File: src/sv/fpa_pkg.sv
package fpa_pkg;

  typedef enum logic [3:0] {
    OP_ADD = 4'd0, OP_SUB = 4'd1, OP_MUL = 4'd2, OP_DIV = 4'd3,
    OP_GT = 4'd4, OP_LT = 4'd5, OP_GE = 4'd6, OP_LE = 4'd7,
    OP_EQ = 4'd8, OP_NE = 4'd9, OP_MIN = 4'd10, OP_MAX = 4'd11,
    OP_INC = 4'd12, OP_DEC = 4'd13, OP_FROM_INT = 4'd14, OP_TO_INT = 4'd15
  } op_t;

  typedef struct packed {
    logic [3:0]        action;
    logic signed [31:0] operand_a;
    logic signed [31:0] operand_b;
  } req_t;

  typedef struct packed {
    logic signed [31:0] result_value;
    logic               compare_true;
    logic               divide_by_zero;
  } rsp_t;

  // Classified operation handed from the front to the back.
  typedef struct packed {
    logic [3:0]         action;
    logic signed [31:0] a;
    logic signed [31:0] b;
    logic               is_div;
    logic               is_mul;
    logic               div_zero;
    logic signed [31:0] simple_res;
    logic               cmp;
  } job_t;

endpackage

File: src/sv/fpa_if.sv
interface fpa_req_if;
  import fpa_pkg::*;
  logic valid;
  logic ready;
  req_t data;
  modport source (output valid, output data, input ready);
  modport sink (input valid, input data, output ready);
endinterface


File: src/sv/fpa_front.sv
module fpa_front #(
  parameter int FRACTION_BITS = 8
) (
  input  logic          clk,
  input  logic          rst,
  fpa_req_if.sink       req,
  output logic          q_valid,
  input  logic          q_ready,
  output fpa_pkg::job_t q_data
);
  import fpa_pkg::*;

  job_t job;
  logic lt_ab, lt_ba;
  logic signed [63:0] a_ext;

  always_comb begin
    lt_ab = req.data.operand_a < req.data.operand_b;
    lt_ba = req.data.operand_b < req.data.operand_a;
    a_ext = 64'(req.data.operand_a);
    job = '0;
    job.action = req.data.action;
    job.a = req.data.operand_a;
    job.b = req.data.operand_b;
    job.is_mul = req.data.action == OP_MUL;
    job.is_div = req.data.action == OP_DIV;
    job.div_zero = job.is_div && req.data.operand_b == 32'sd0;
    case (op_t'(req.data.action))
      OP_ADD: job.simple_res = req.data.operand_a + req.data.operand_b;
      OP_SUB: job.simple_res = req.data.operand_a - req.data.operand_b;
      OP_GT: job.cmp = lt_ba;
      OP_LT: job.cmp = lt_ab;
      OP_GE: job.cmp = !lt_ab;
      OP_LE: job.cmp = !lt_ba;
      OP_EQ: job.cmp = req.data.operand_a == req.data.operand_b;
      OP_NE: job.cmp = req.data.operand_a != req.data.operand_b;
      OP_MIN: job.simple_res = lt_ab ? req.data.operand_a : req.data.operand_b;
      OP_MAX: job.simple_res = lt_ba ? req.data.operand_a : req.data.operand_b;
      OP_INC: job.simple_res = req.data.operand_a + 32'sd1;
      OP_DEC: job.simple_res = req.data.operand_a - 32'sd1;
      OP_FROM_INT: job.simple_res = req.data.operand_a <<< FRACTION_BITS;
      OP_TO_INT: job.simple_res = 32'(a_ext >>> FRACTION_BITS);
      default: job.simple_res = '0;
    endcase
  end

  // Two-entry queue towards the back end.
  job_t mem [2];
  logic       wptr, rptr;
  logic [1:0] count;

  assign req.ready = count != 2'd2;
  assign q_valid = count != 2'd0;
  assign q_data = mem[rptr];

  always_ff @(posedge clk) begin
    if (req.valid && req.ready) mem[wptr] <= job;
  end

  always_ff @(posedge clk) begin
    if (rst) begin
      wptr <= 1'b0;
      rptr <= 1'b0;
      count <= 2'd0;
    end else begin
      if (req.valid && req.ready) wptr <= ~wptr;
      if (q_valid && q_ready) rptr <= ~rptr;
      count <= count + 2'(req.valid && req.ready) - 2'(q_valid && q_ready);
    end
  end

  assert property (@(posedge clk) disable iff (rst) count <= 2'd2)
    else $error("queue count overflow");
  assert property (@(posedge clk) disable iff (rst)
    (count == 2'd0) |-> !q_valid) else $error("valid from empty queue");
  assert property (@(posedge clk) disable iff (rst)
    (q_valid && !q_ready && !(req.valid && req.ready)) |=> (count == $past(count)))
    else $error("queue count moved without a beat");
endmodule

File: src/flat_wrapper.sv
// flat-port wrapper written by rule: the top's interface ports become plain ports
module fpa_front_flat import fpa_pkg::*;
#(
  parameter int FRACTION_BITS = 8
)
  (clk, rst, q_valid, q_ready, q_data, req_valid, req_data, req_ready);
  fpa_req_if req_i ();
  input  logic clk;
  input  logic rst;
  output logic q_valid;
  input  logic q_ready;
  output fpa_pkg::job_t q_data;
  input wire logic [$bits(req_i.valid)-1:0] req_valid;
  input wire logic [$bits(req_i.data)-1:0] req_data;
  output wire logic [$bits(req_i.ready)-1:0] req_ready;
  assign req_i.valid = req_valid;
  assign req_i.data = req_data;
  assign req_ready = req_i.ready;
  fpa_front #(.FRACTION_BITS(FRACTION_BITS)) u_core (.clk(clk), .rst(rst), .req(req_i), .q_valid(q_valid), .q_ready(q_ready), .q_data(q_data));
endmodule
File: config.mk
export PLATFORM = sky130hd
export DESIGN_NAME = fpa_front_flat
export DESIGN_NICKNAME = d
export VERILOG_FILES = /design/src/sv/fpa_pkg.sv /design/src/sv/fpa_if.sv /design/src/sv/fpa_front.sv /design/src/flat_wrapper.sv
export SDC_FILE = /design/constraint.sdc
export NUM_CORES = 1
export LEC_CHECK = 0
export CORE_ASPECT_RATIO = 0.7
export CORE_MARGIN = 4
export CORE_UTILIZATION = 30
export CTS_BUF_LIST = sky130_fd_sc_hd__clkbuf_16
export CTS_CLUSTER_DIAMETER = 80
export CTS_CLUSTER_SIZE = 30
export DETAILED_ROUTE_END_ITERATION = 12
export DONT_BUFFER_PORTS = 1
export GPL_ROUTABILITY_DRIVEN = 0
export PLACE_DENSITY = 0.49
export SETUP_SLACK_MARGIN = 0.3
export SYNTH_ARGS = -nofsm -noshare
export SYNTH_HDL_FRONTEND = slang
export SYNTH_SLANG_ARGS = --single-unit
export TNS_END_PERCENT = 30
File: constraint.sdc
create_clock -name clk -period 9.5 [get_ports clk]
set_input_delay 0 -clock clk [delete_from_list [all_inputs] [get_ports clk]]
set_output_delay 0 -clock clk [all_outputs]
set_load 0.005 [all_outputs]
==> run_results.csv <==
group,metric,value,unit
routing,dr.pass1.iters,9,
hold_path,whs_path_depth,3,
clock_tree,cts_buffer_depth,3,
synth,synth_area,13400,sq um
global_route,grt_pass1_wl,72300,um
outcome,status,"finished clean",
floorplanning,die_x,261,um
worst_setup_path,rr_startpoint,"u_core.count[0]$_SDFF_PP0_",
timing,slew_headroom,37.6,%
global_route,grt.total_usage,20.5,%
worst_setup_path,path_cells,"inv_1, ha_1, nand3_1, or3_1, nor4_2, nand2_1, nor3_1, xnor2_1, o21ai_0, ha_1, nand2_1, o21ai_0, nor4_1, o41a_1, mux2i_1, a221o_1, a221oi_1, o211ai_1",
clock_tree,cts_resized,0,
hold_path,hold_start,"req_data[46]",
timing,min_period,4100,ps
worst_setup_path,critPathLaunchType,"primary input",
floorplanning,placementRows,64,
placed_design,hpwlAfterDp,32900,um
layout,layout_common_cells,"edfxtp_1, mux2_2, o21ai_0, nand2_1, dlygate4sd3_1",
clock_tree,postCtsSetupBuffers,0,
worst_setup_path,crit_path_max_fanout,6,
clock_tree,clock_tree.root_cell,"clkbuf_16",
layout,nets,1391,
clock_tree,hold_buffers,72,
floorplanning,die_h,185,um
timing,hold_viol,0,
floorplanning,core_area,44000,sq um
power_and_ir_drop,leakagePower,5.31,nW
floorplanning,die_area,48300,sq um
timing,fin_skew,26.6,ps
routing,vias,10600,
layout,drive_above_1_share,12.8,%
global_route,grt.busiest_layer,"met1",
global_route,antenna_found_initial,2,
routing,drt-initial-drc-count,1303,
synth,synth_edf_count,208,
timing,rsz0062_at_grt,"false",
global_route,overflow,0,
routing,vias_per_cell,5.72,
synth,synth.net_count,1349,
layout,final_util,34.6,%
timing,finalCritPeriodShare,43.2,%
routing,postRouteWirelength,50700,um
synth,synth_ff_type,"edfxtp_1",
synth,syn_area_per_cell,11.1,sq um
synth,yosysWarnings,0,
synth,ys_seq_area_share,47.2,%
global_route,grt_util_met2,27.9,%
synth,synthCells,1209,
timing,setup_violations,0,
routing,drc,0,
floorplanning,start_util,30.6,%
routing,drt-wirelength-per-cell,27.4,um
timing,max_freq,0.244,GHz
synth,synthDistinctLibCells,85,
layout,area_growth,13.1,%
synth,synthArstFlopShare,0,%
worst_setup_path,max_stage_delay,520,ps
timing,timing.final.max_slew_violations,0,
placed_design,portBuffers,0,
worst_setup_path,crit_type,"primary input to flip-flop",
routing,ant_nets,0,
global_route,use_met3,5.69,%
timing,max_slew.worst_pin.slew,937,ps
clock_tree,cts.sinks,213,
worst_setup_path,critPathArrivalTime,4320,ps
worst_setup_path,critical_path.endpoint_type,"flip-flop",
clock_tree,clkLatencyLatePin,500,ps
clock_tree,cts_tree,"built",
worst_setup_path,r2r_end,"u_core.mem[1][58]$_DFFE_PP_",
hold_path,hold_class,"primary input to flip-flop",
power_and_ir_drop,power_density,186,nW/um^2
global_route,grt_max_degree,64,
layout,layout_commonest_cell,"edfxtp_1",
floorplanning,pin_count,178,
synth,ys_seq_elements,213,
global_route,grt_pass1_vias,10000,
worst_setup_path,crit_path_top_delay_cell,"or3_1",
worst_setup_path,cp.required,9720,ps
clock_tree,cts_max_level,1,
timing,fin_setup_tns,0,ps
job,cap_violations,0,
hold_path,hold_path_end,"u_core.mem[1][23]$_DFFE_PP_",
global_route,use_met1,32.6,%
worst_setup_path,rr_worst_depth,4,
power_and_ir_drop,max-vdd-ir-drop,0.000174,V
clock_tree,cts_buffers,12,
worst_setup_path,rrSetupSlack,7110,ps
clock_tree,clk_pin_slew,100,ps
-- power by group --
part / switching, W / internal, W / total (W)
registers: 0.0000601 / 0.00123 / 0.00129
clock network: 0.000322 / 0.000289 / 0.000612
logic: 0.000557 / 0.000374 / 0.000930
-- layout make-up --
type	instances	area, sq um
fillers	4410	28800
multi-input cells	892	6710
flip-flops and latches	213	6350
repair buffers	84	811
well taps	594	743
clock buffers	13	325
inverters	48	180
clock inverters	6	86.3
diodes	1	2.50
-- critical path, delay by kind of cell --
kind / cells / cell delay (ps)
AND/OR/NAND/NOR: 7 / 1780
AO/OA/AOI/OAI: 6 / 1490
adder cells (fa/ha/maj): 2 / 660
XOR/XNOR: 1 / 150
multiplexers: 1 / 140
buffers and inverters: 1 / 100
-- metal layers --
metal  vias to the layer above  part of all wire (%)
met3                        39                   9.8
li1                       4771                     -
met2                       465                    39
met4                         0                   1.5
met1                      5319                    50
met5                         -                     0
-- Yosys cell counts (13+ instances only) --
cell type,number,area (sq um)
nand2b_1,14,87.6
nor2_1,57,214
xor2_1,16,140
a221o_1,13,130
o21ai_0,84,420
a21oi_1,55,275
a211oi_1,13,97.6
ha_1,66,826
inv_1,48,180
edfxtp_1,208,6250
clkbuf_1,44,165
nor3_1,30,150
mux2_2,104,1170
nand2_1,80,300
a21o_1,34,255
xnor2_1,61,534
nand3_1,31,155
a222oi_1,13,130
nand4_1,15,93.8
-- state kept, by name (all words and copies together) (netlist names), named ones only --
signal and count:
u_core.mem 208, u_core.count 2, u_core.rptr 1, u_core.wptr 1
-- per-stage QoR --
| stage | worst slack, ps | hold WS (ps) | cells | total power [W] | area, sq um |
|---|---|---|---|---|---|
| after detailed placement | 4930 | 65.1 | 1759 | 0.00219 | 14100 |
| final | 5400 | 24.4 | 1851 | 0.00283 | 15200 |
| after floorplan | 4050 | 71.6 | 1209 | 0.00195 | 13400 |
| after global placement | 5000 | 70.7 | 1759 | 0.00218 | 14100 |
| after CTS | 5460 | 0.104 | 1850 | 0.00287 | 15200 |
| after global routing | 5070 | 28.3 | 1850 | 0.00299 | 15200 |
-- kinds of logic after synthesis --
| family | share of synthesized area (%) |
|---|---|
| AO/OA/AOI/OAI | 16.5 |
| XOR/XNOR | 5.01 |
| adder cells (fa/ha/maj) | 6.44 |
| buffers and inverters | 3.08 |
| flip-flops | 47.2 |
| multiplexers | 9.64 |
| AND/OR/NAND/NOR | 12.1 |
-- worst max path at each step --
stage | endpoint | cells past startpoint | startpoint | slack [ps]
2_1_floorplan | u_core.mem[0][0]$_DFFE_PP_ | 4 | u_core.count[0]$_SDFF_PP0_ | 4050
3_3_place_gp | u_core.mem[0][30]$_DFFE_PP_ | 18 | req_data[1] | 5000
3_5_place_dp | u_core.mem[0][30]$_DFFE_PP_ | 18 | req_data[1] | 4930
4_1_cts | u_core.mem[0][30]$_DFFE_PP_ | 18 | req_data[1] | 5460
5_1_grt | u_core.mem[0][30]$_DFFE_PP_ | 18 | req_data[1] | 5070
6_report | u_core.mem[0][30]$_DFFE_PP_ | 18 | req_data[1] | 5400
(Power assumes the default switching activity.)
